$ cat src/ascp_pkg.sv
`timescale 1ns / 1ps
// Package for the Ascon-p permutation block: item types, round constants,
// the queue geometry, the engine state type and the round function.
// Depends on nothing; every other file uses it.
package ascp_pkg;

  typedef logic [63:0] word_t;
  typedef logic [7:0]  rc_t;

  localparam rc_t RcLast  = 8'h4b;
  localparam rc_t RcStep  = 8'd15;
  // A round taken at a constant below this value is the last one.
  localparam rc_t RcFinal = RcLast + RcStep;

  localparam int QueueDepth = 2;
  localparam int QPtrW      = (QueueDepth > 1) ? $clog2(QueueDepth) : 1;
  localparam int QCntW      = $clog2(QueueDepth + 1);

  typedef struct packed {
    word_t x0;
    word_t x1;
    word_t x2;
    word_t x3;
    word_t x4;
  } state_t;

  typedef struct packed {
    word_t word_zero;
    word_t word_one;
    word_t word_two;
    word_t word_three;
    word_t word_four;
    rc_t   first_constant;
  } in_item_t;

  typedef struct packed {
    word_t out_zero;
    word_t out_one;
    word_t out_two;
    word_t out_three;
    word_t out_four;
  } out_item_t;

  // Work handed from the front to the round engine.
  typedef struct packed {
    state_t state;
    rc_t    rc;
    logic   skip;
  } job_t;

  typedef enum logic [1:0] {
    EngIdle,
    EngRun,
    EngHold
  } eng_state_e;

  function automatic word_t rotr(input word_t v, input int unsigned amt);
    rotr = (v >> amt) | (v << (64 - amt));
  endfunction

  function automatic state_t ascp_round(input state_t s, input rc_t rc);
    word_t a0, a1, a2, a3, a4;
    word_t n0, n1, n2, n3, n4;
    state_t r;
    a0 = s.x0;
    a1 = s.x1;
    a2 = s.x2 ^ {56'd0, rc};
    a3 = s.x3;
    a4 = s.x4;
    // Bitsliced S-box.
    a0 = a0 ^ a4;
    a4 = a4 ^ a3;
    a2 = a2 ^ a1;
    n0 = ~a0 & a1;
    n1 = ~a1 & a2;
    n2 = ~a2 & a3;
    n3 = ~a3 & a4;
    n4 = ~a4 & a0;
    a0 = a0 ^ n1;
    a1 = a1 ^ n2;
    a2 = a2 ^ n3;
    a3 = a3 ^ n4;
    a4 = a4 ^ n0;
    a1 = a1 ^ a0;
    a0 = a0 ^ a4;
    a3 = a3 ^ a2;
    a2 = ~a2;
    // Linear diffusion layer.
    r.x0 = a0 ^ rotr(a0, 19) ^ rotr(a0, 28);
    r.x1 = a1 ^ rotr(a1, 61) ^ rotr(a1, 39);
    r.x2 = a2 ^ rotr(a2, 1)  ^ rotr(a2, 6);
    r.x3 = a3 ^ rotr(a3, 10) ^ rotr(a3, 17);
    r.x4 = a4 ^ rotr(a4, 7)  ^ rotr(a4, 41);
    return r;
  endfunction

endpackage

$ cat src/ascp_if.sv
`timescale 1ns / 1ps
// Valid/ready channel interfaces for the input and result items.
// Depends on ascp_pkg for the payload types.
interface ascp_in_if;
  logic              valid;
  logic              ready;
  ascp_pkg::in_item_t data;

  modport source (output valid, output data, input ready);
  modport sink   (input valid, input data, output ready);
endinterface

interface ascp_out_if;
  logic               valid;
  logic               ready;
  ascp_pkg::out_item_t data;

  modport source (output valid, output data, input ready);
  modport sink   (input valid, input data, output ready);
endinterface

$ cat src/ascp_front.sv
`timescale 1ns / 1ps
// Front stage: registers an input item, decides whether it needs any
// rounds and pushes it into the job queue. Depends on ascp_pkg, ascp_if.
module ascp_front (
  input  logic            clk_i,
  input  logic            rst_ni,
  ascp_in_if.sink         src_i,
  input  logic            full_i,
  output logic            push_o,
  output ascp_pkg::job_t  job_o
);
  import ascp_pkg::*;

  logic     valid_q, valid_d;
  in_item_t item_q;
  logic     take;

  assign src_i.ready = !valid_q || !full_i;
  assign take        = src_i.valid && src_i.ready;
  assign push_o      = valid_q && !full_i;

  always_comb begin
    valid_d = valid_q;
    if (take) begin
      valid_d = 1'b1;
    end else if (push_o) begin
      valid_d = 1'b0;
    end
  end

  always_ff @(posedge clk_i or negedge rst_ni) begin
    if (!rst_ni) begin
      valid_q <= 1'b0;
    end else begin
      valid_q <= valid_d;
    end
  end

  always_ff @(posedge clk_i) begin
    if (take) begin
      item_q <= src_i.data;
    end
  end

  assign job_o.state.x0 = item_q.word_zero;
  assign job_o.state.x1 = item_q.word_one;
  assign job_o.state.x2 = item_q.word_two;
  assign job_o.state.x3 = item_q.word_three;
  assign job_o.state.x4 = item_q.word_four;
  assign job_o.rc       = item_q.first_constant;
  // Constants below the last round constant run no round at all.
  assign job_o.skip     = item_q.first_constant < RcLast;

endmodule

$ cat src/ascp_queue.sv
`timescale 1ns / 1ps
// Short job queue between the front stage and the round engine.
// Depends on ascp_pkg for the job type and the queue depth.
module ascp_queue (
  input  logic           clk_i,
  input  logic           rst_ni,
  input  logic           push_i,
  input  ascp_pkg::job_t job_i,
  output logic           full_o,
  input  logic           pop_i,
  output logic           empty_o,
  output ascp_pkg::job_t job_o
);
  import ascp_pkg::*;

  job_t             entry_q [QueueDepth];
  logic [QPtrW-1:0] wr_ptr_q, wr_ptr_d;
  logic [QPtrW-1:0] rd_ptr_q, rd_ptr_d;
  logic [QCntW-1:0] count_q, count_d;

  assign full_o  = count_q == QCntW'(QueueDepth);
  assign empty_o = count_q == '0;
  assign job_o   = entry_q[rd_ptr_q];

  always_comb begin
    wr_ptr_d = wr_ptr_q;
    rd_ptr_d = rd_ptr_q;
    count_d  = count_q;
    if (push_i) begin
      wr_ptr_d = (wr_ptr_q == QPtrW'(QueueDepth - 1)) ? '0 : wr_ptr_q + 1'b1;
    end
    if (pop_i) begin
      rd_ptr_d = (rd_ptr_q == QPtrW'(QueueDepth - 1)) ? '0 : rd_ptr_q + 1'b1;
    end
    if (push_i && !pop_i) begin
      count_d = count_q + 1'b1;
    end else if (pop_i && !push_i) begin
      count_d = count_q - 1'b1;
    end
  end

  always_ff @(posedge clk_i or negedge rst_ni) begin
    if (!rst_ni) begin
      wr_ptr_q <= '0;
      rd_ptr_q <= '0;
      count_q  <= '0;
    end else begin
      wr_ptr_q <= wr_ptr_d;
      rd_ptr_q <= rd_ptr_d;
      count_q  <= count_d;
    end
  end

  always_ff @(posedge clk_i) begin
    if (push_i) begin
      entry_q[wr_ptr_q] <= job_i;
    end
  end

endmodule

$ cat src/ascp_engine.sv
`timescale 1ns / 1ps
// Round engine: takes jobs from the queue, runs one permutation round per
// cycle and drives the result register. Depends on ascp_pkg, ascp_if.
module ascp_engine (
  input  logic           clk_i,
  input  logic           rst_ni,
  input  logic           empty_i,
  input  ascp_pkg::job_t job_i,
  output logic           pop_o,
  ascp_out_if.source     dst_o
);
  import ascp_pkg::*;

  eng_state_e state_q, state_d;
  state_t     work_q;
  rc_t        rc_q;
  state_t     round_out;
  state_t     res_q;
  logic       res_valid_q, res_valid_d;
  logic       res_free;
  logic       final_pass;
  logic       step;
  logic       load_res;
  logic       res_from_round;

  assign round_out  = ascp_round(work_q, rc_q);
  assign res_free   = !res_valid_q || dst_o.ready;
  assign final_pass = rc_q < RcFinal;

  always_comb begin
    state_d = state_q;
    unique case (state_q)
      EngIdle: begin
        if (!empty_i) begin
          state_d = job_i.skip ? EngHold : EngRun;
        end
      end
      EngRun: begin
        if (final_pass) begin
          state_d = res_free ? EngIdle : EngHold;
        end
      end
      EngHold: begin
        if (res_free) begin
          state_d = EngIdle;
        end
      end
      default: state_d = EngIdle;
    endcase
  end

  always_comb begin
    pop_o          = 1'b0;
    step           = 1'b0;
    load_res       = 1'b0;
    res_from_round = 1'b0;
    unique case (state_q)
      EngIdle: begin
        pop_o = !empty_i;
      end
      EngRun: begin
        step           = 1'b1;
        load_res       = final_pass && res_free;
        res_from_round = 1'b1;
      end
      EngHold: begin
        load_res = res_free;
      end
      default: begin
        pop_o = 1'b0;
      end
    endcase
  end

  always_comb begin
    res_valid_d = res_valid_q;
    if (load_res) begin
      res_valid_d = 1'b1;
    end else if (dst_o.ready) begin
      res_valid_d = 1'b0;
    end
  end

  always_ff @(posedge clk_i or negedge rst_ni) begin
    if (!rst_ni) begin
      state_q     <= EngIdle;
      res_valid_q <= 1'b0;
    end else begin
      state_q     <= state_d;
      res_valid_q <= res_valid_d;
    end
  end

  // A blocked last round parks its output in the work register; the
  // constant is no longer needed then.
  always_ff @(posedge clk_i) begin
    if (pop_o) begin
      work_q <= job_i.state;
      rc_q   <= job_i.rc;
    end else if (step) begin
      work_q <= round_out;
      rc_q   <= rc_q - RcStep;
    end
    if (load_res) begin
      res_q <= res_from_round ? round_out : work_q;
    end
  end

  assign dst_o.valid          = res_valid_q;
  assign dst_o.data.out_zero  = res_q.x0;
  assign dst_o.data.out_one   = res_q.x1;
  assign dst_o.data.out_two   = res_q.x2;
  assign dst_o.data.out_three = res_q.x3;
  assign dst_o.data.out_four  = res_q.x4;

endmodule

$ cat src/ascon_permutation.sv
`timescale 1ns / 1ps
// Ascon-p permutation on a 320-bit state, top level.
// Input channel src_i carries the five state words and the first round
// constant; result channel dst_o carries the five permuted words, one
// result item for each input item, in order.
// An input item is registered by the front stage, moves into a two-entry
// job queue, and is then taken by the round engine, which runs one round
// per cycle. A constant c at or above 0x4b gives N = floor((c - 0x4b)/15)+1
// rounds (12 for 0xf0, 6 for 0x96); below 0x4b the state passes unchanged.
// An accepted item passes through the front register, the job queue, the
// engine's work register and the result register. The round engine takes
// a new item from the queue only once it is through with the last one.
// The result register lets the engine finish its next item while a result
// waits; when dst_o stalls, the engine holds its result, then the queue and
// the front stage fill, and src_i.ready drops. Up to five items are inside.
// Reset clears all valid flags and the engine state; no item survives it.
// Depends on ascp_pkg, ascp_if, ascp_front, ascp_queue and ascp_engine.
module ascon_permutation (
  input  logic      clk_i,
  input  logic      rst_ni,
  ascp_in_if.sink   src_i,
  ascp_out_if.source dst_o
);
  import ascp_pkg::*;

  logic push;
  logic full;
  logic pop;
  logic empty;
  job_t front_job;
  job_t queue_job;

  ascp_front u_front (
    .clk_i  (clk_i),
    .rst_ni (rst_ni),
    .src_i  (src_i),
    .full_i (full),
    .push_o (push),
    .job_o  (front_job)
  );

  ascp_queue u_queue (
    .clk_i   (clk_i),
    .rst_ni  (rst_ni),
    .push_i  (push),
    .job_i   (front_job),
    .full_o  (full),
    .pop_i   (pop),
    .empty_o (empty),
    .job_o   (queue_job)
  );

  ascp_engine u_engine (
    .clk_i   (clk_i),
    .rst_ni  (rst_ni),
    .empty_i (empty),
    .job_i   (queue_job),
    .pop_o   (pop),
    .dst_o   (dst_o)
  );

endmodule

$ cat src/flat_wrapper.sv
// flat-port wrapper written by rule: the top's interface ports become plain ports
module ascon_permutation_flat import ascp_pkg::*;
  (clk_i, rst_ni, src_i_valid, src_i_data, src_i_ready, dst_o_valid, dst_o_data, dst_o_ready);
  ascp_in_if src_i_i ();
  ascp_out_if dst_o_i ();
  input  logic clk_i;
  input  logic rst_ni;
  input wire logic [$bits(src_i_i.valid)-1:0] src_i_valid;
  input wire logic [$bits(src_i_i.data)-1:0] src_i_data;
  output wire logic [$bits(src_i_i.ready)-1:0] src_i_ready;
  output wire logic [$bits(dst_o_i.valid)-1:0] dst_o_valid;
  output wire logic [$bits(dst_o_i.data)-1:0] dst_o_data;
  input wire logic [$bits(dst_o_i.ready)-1:0] dst_o_ready;
  assign src_i_i.valid = src_i_valid;
  assign src_i_i.data = src_i_data;
  assign src_i_ready = src_i_i.ready;
  assign dst_o_valid = dst_o_i.valid;
  assign dst_o_data = dst_o_i.data;
  assign dst_o_i.ready = dst_o_ready;
  ascon_permutation u_core (.clk_i(clk_i), .rst_ni(rst_ni), .src_i(src_i_i), .dst_o(dst_o_i));
endmodule
$ cat config.mk
export PLATFORM = sky130hd
export DESIGN_NAME = ascon_permutation_flat
export DESIGN_NICKNAME = d
export VERILOG_FILES = /design/src/ascp_pkg.sv /design/src/ascp_if.sv /design/src/ascp_front.sv /design/src/ascp_queue.sv /design/src/ascp_engine.sv /design/src/ascon_permutation.sv /design/src/flat_wrapper.sv
export SDC_FILE = /design/constraint.sdc
export NUM_CORES = 2
export LEC_CHECK = 0
export BUFFER_PORTS_ARGS = -buffer_cell sky130_fd_sc_hd__clkbuf_2
export CAP_MARGIN = 20
export CORE_MARGIN = 2
export CORE_UTILIZATION = 39
export DETAILED_ROUTE_END_ITERATION = 10
export MAX_ROUTING_LAYER = met4
export PLACE_DENSITY = 0.6
export SLEW_MARGIN = 20
export SYNTH_ARGS = -nofsm -noshare
export SYNTH_HDL_FRONTEND = slang
export SYNTH_SLANG_ARGS = --single-unit
$ cat constraint.sdc
create_clock -name clk_i -period 16.8 [get_ports clk_i]
set_input_delay 3.36 -clock clk_i [delete_from_list [all_inputs] [get_ports clk_i]]
set_output_delay 3.36 -clock clk_i [all_outputs]
set_load 0.05 [all_outputs]
==> impl_metrics.prom <==
# TYPE chip_impl_metric gauge
chip_impl_metric{name="final_number_of_setup_violating_endpoints",unit=""} 0
chip_impl_metric{name="maximum_single_stage_delay_on_the_critical_path",unit="ns"} 0.86
chip_impl_metric{name="clk-insertion-delay-late",unit="ns"} 0.87
chip_impl_metric{name="maximum_achievable_frequency",unit="MHz"} 175
chip_impl_metric{name="post_drt_via_cell_ratio",unit=""} 5.21
chip_impl_metric{name="dieArea",unit="sq mm"} 0.192
chip_impl_metric{name="timing_max_transition_violations_final",unit=""} 0
chip_impl_metric{name="place.detailed.hpwl",unit="um"} 203000
chip_impl_metric{name="worstMarginPinSlew",unit="ns"} 1.31
chip_impl_info{name="status",value="completed"} 1
chip_impl_metric{name="die_width",unit="um"} 438
chip_impl_metric{name="clock_sink_count",unit=""} 1642
chip_impl_info{name="cp_cell_sequence",value="clkbuf_2, nand2b_1, and2_4, buf_4, buf_4"} 1
chip_impl_info{name="setup_crit_end_kind",value="flip-flop"} 1
chip_impl_info{name="hp-class",value="flip-flop to flip-flop"} 1
chip_impl_info{name="timing.critical_path.slowest_stage_cell",value="sky130_fd_sc_hd__buf_4"} 1
chip_impl_metric{name="period_share",unit=""} 0.341
chip_impl_metric{name="holdWs",unit="ns"} 0.409
chip_impl_metric{name="clock_tree.buffer_depth",unit=""} 3
chip_impl_metric{name="grt_pass1_wl",unit="um"} 344000
chip_impl_metric{name="ys_ff_latch",unit=""} 1642
chip_impl_info{name="most-common-layout-cells",value="sky130_fd_sc_hd__edfxtp_1 (1314), sky130_fd_sc_hd__clkbuf_2 (653), sky130_fd_sc_hd__xnor2_1 (465)"} 1
chip_impl_metric{name="post_synthesis_cell_area",unit="sq mm"} 0.0736
chip_impl_metric{name="relSlewSlack",unit=""} 0.117
chip_impl_metric{name="postSynthAreaPerCell",unit="sq um"} 14.2
chip_impl_metric{name="postSynthCellCount",unit=""} 5170
chip_impl_metric{name="finish.net_count",unit=""} 6335
chip_impl_info{name="ys_top_cells_by_area",value="sky130_fd_sc_hd__edfxtp_1 (54%), sky130_fd_sc_hd__dfxtp_1 (8.7%), sky130_fd_sc_hd__xnor2_1 (5.5%)"} 1
chip_impl_metric{name="first_global_vias",unit=""} 42500
chip_impl_metric{name="maxCapViolCount",unit=""} 0
chip_impl_metric{name="totalNegativeSetupSlack",unit="ns"} 0
chip_impl_metric{name="chipHeight",unit="um"} 438
chip_impl_metric{name="area_growth_syn_to_layout",unit="%"} 16.3
chip_impl_metric{name="cts_htree_levels",unit=""} 4
chip_impl_metric{name="post_synth_num_cell_types",unit=""} 44
chip_impl_metric{name="global_route_total_usage_across_every_layer",unit=""} 0.272
chip_impl_metric{name="fin_crit",unit="ns"} 5.73
chip_impl_metric{name="cts-buffers-inserted",unit=""} 173
chip_impl_metric{name="initial_core_util",unit=""} 0.392
chip_impl_metric{name="final_antenna_net_count",unit=""} 0
chip_impl_metric{name="number_of_flops_mapped_to_enable_cells_by_yosys",unit=""} 1314
chip_impl_metric{name="firstDrtPassIters",unit=""} 6
chip_impl_metric{name="grt_start_max_net_pins",unit=""} 165
chip_impl_info{name="cts-root-buf",value="sky130_fd_sc_hd__clkbuf_16"} 1
chip_impl_info{name="synth_flop_cell",value="sky130_fd_sc_hd__edfxtp_1"} 1
chip_impl_metric{name="drt-initial-drc-count",unit=""} 4759
chip_impl_metric{name="floorplan.io_pins",unit=""} 654
chip_impl_metric{name="gp_congestion",unit=""} 1.02
chip_impl_info{name="criticalPathCategory",value="primary input to flip-flop"} 1
chip_impl_info{name="cts_tree",value="yes"} 1
chip_impl_info{name="rsz0062_at_grt",value="false"} 1
chip_impl_metric{name="yosysTopAreaCellShare",unit=""} 0.536
chip_impl_metric{name="fp.coreArea",unit="sq mm"} 0.188
chip_impl_metric{name="yosysWarningCount",unit=""} 0
chip_impl_metric{name="timing.critical_path.required",unit="ns"} 17.28
chip_impl_metric{name="totalWireLength",unit="um"} 259000
chip_impl_metric{name="final-hold-violation-count",unit=""} 0
chip_impl_metric{name="io_buffer_count",unit=""} 653
chip_impl_metric{name="cts_post_setup_buffers_inserted",unit=""} 0
chip_impl_metric{name="row_count",unit=""} 159
chip_impl_info{name="cell_type_with_the_highest_occurrence_count_on_the_critical_path",value="sky130_fd_sc_hd__buf_4"} 1
chip_impl_metric{name="dr_total_vias",unit=""} 44400
chip_impl_metric{name="fin_cells",unit=""} 8518
chip_impl_metric{name="utilization_of_the_core_after_routing",unit=""} 0.456
chip_impl_info{name="layout_commonest_cell",value="sky130_fd_sc_hd__edfxtp_1"} 1
chip_impl_metric{name="finClkSkew",unit="ns"} 0.0598
chip_impl_metric{name="placed_cells_incl_taps",unit=""} 8190
chip_impl_metric{name="initial_antenna_violation_count",unit=""} 7
chip_impl_metric{name="detail_route.drc_violations",unit=""} 0
chip_impl_metric{name="count_of_cells_resized_by_post_cts_repair",unit=""} 0
chip_impl_metric{name="post_drt_wl_per_cell",unit="um"} 30.4
chip_impl_info{name="critPathLaunchType",value="primary input"} 1
chip_impl_metric{name="postSynth.asyncResetShare",unit=""} 0.00487
chip_impl_info{name="synth_area_leader_cell",value="sky130_fd_sc_hd__edfxtp_1"} 1
chip_impl_metric{name="globalRouteOverflowTotal",unit=""} 0
chip_impl_metric{name="critical_path_arrival",unit="ns"} 6.21
chip_impl_metric{name="final_layout_size_suffix_gt1_frac",unit=""} 0.208
chip_impl_metric{name="synth_sequential_area_ratio",unit=""} 0.626
chip_impl_metric{name="critPathMaxFanout",unit=""} 82
chip_impl_metric{name="hold_buffer_count_at_cts",unit=""} 0
chip_impl_metric{name="synth_nets",unit=""} 5635
chip_impl_metric{name="worst_setup_hold_path_clk_slew",unit="ns"} 0.06
## critical path, delay by kind of cell
kind	cells	cell delay [ns]
buffers and inverters	3	1.68
AND/OR/NAND/NOR	2	0.92
## per-layer routing
metal,global-route usage,vias to the layer above,part of all wire
li1,-,19800,-
met1,0.349,22300,0.41
met2,0.429,1928,0.47
met3,0.0423,388,0.068
met4,0.116,0,0.048
met5,-,-,0
## flip-flops by register name, summed over array words and instances, names as in the netlist
register                     count
u_core.u_queue.entry_q         658
u_core.u_front.job_o           328
u_core.u_engine.dst_o.data     320
u_core.u_engine.work_q         320
u_core.u_engine.rc_q             8
u_core.u_engine.state_q          2
u_core.u_queue.count_q           2
u_core.u_engine.dst_o.valid      1
u_core.u_front.valid_q           1
u_core.u_queue.rd_ptr_q          1
u_core.u_queue.wr_ptr_q          1
## cell usage after synthesis, drive strengths merged, types with 141 or more instances
cell,instances
clkbuf,157
xor2,293
a21oi,236
dfxtp,320
xnor2,572
o21ai,199
xnor3,143
inv,141
mux2i,349
nand2,411
edfxtp,1314
nor2,424
## path summary, 6_finish.rpt
path	startpoint	endpoint	slack, ns	cells after the start
max	dst_o_ready	u_core.u_engine.dst_o.data[84]	11.07	5
min in group asynchronous	rst_ni	u_core.u_engine.state_q[1]	2.37	1
min reg2reg	u_core.u_front.job_o[77]	u_core.u_queue.entry_q[0][77]	0.41	0
max in group asynchronous	rst_ni	u_core.u_queue.rd_ptr_q	14.18	1
max reg2reg	u_core.u_engine.rc_q[2]	u_core.u_engine.dst_o.data[84]	12.21	8
min	u_core.u_front.job_o[77]	u_core.u_queue.entry_q[0][77]	0.41	0
## area by class of cell
class | instances | area (sq um)
tap | 2495 | 3120
multi-input combinational | 3200 | 26400
sequential | 1642 | 46100
inverter | 141 | 538
clock inverter | 92 | 1020
timing repair buffer | 712 | 3770
antenna | 4 | 10.0
fill | 16700 | 102000
clock buffer | 232 | 4700
## metrics by stage
step,area [sq um],setup WS [ns]
2_1_floorplan,73600,1.54
6_report,85600,11.07
5_1_grt,85600,10.92
3_3_place_gp,79800,10.27
3_5_place_dp,79800,10.21
4_1_cts,85600,11.14
## kinds of logic (layout without fill, tap and decap cells)
logic type                 after synthesis  after routing  share of synthesized area
DFF                                   1642           1642                      0.626
AOI/OAI and AO/OA                      714            714                     0.0572
and+or+nand+nor                        853            853                     0.0441
other                                    0              4                          0
xor gates and xnor gates              1021           1021                      0.166
buffers and inverters                  328           1177                     0.0170
muxes                                  473            473                     0.0665
adders and majority gates              139            139                     0.0234
Power is left out: the tool's default activity adds up to more than one toggle a clock period on the data nets, which glitch-free logic cannot reach.
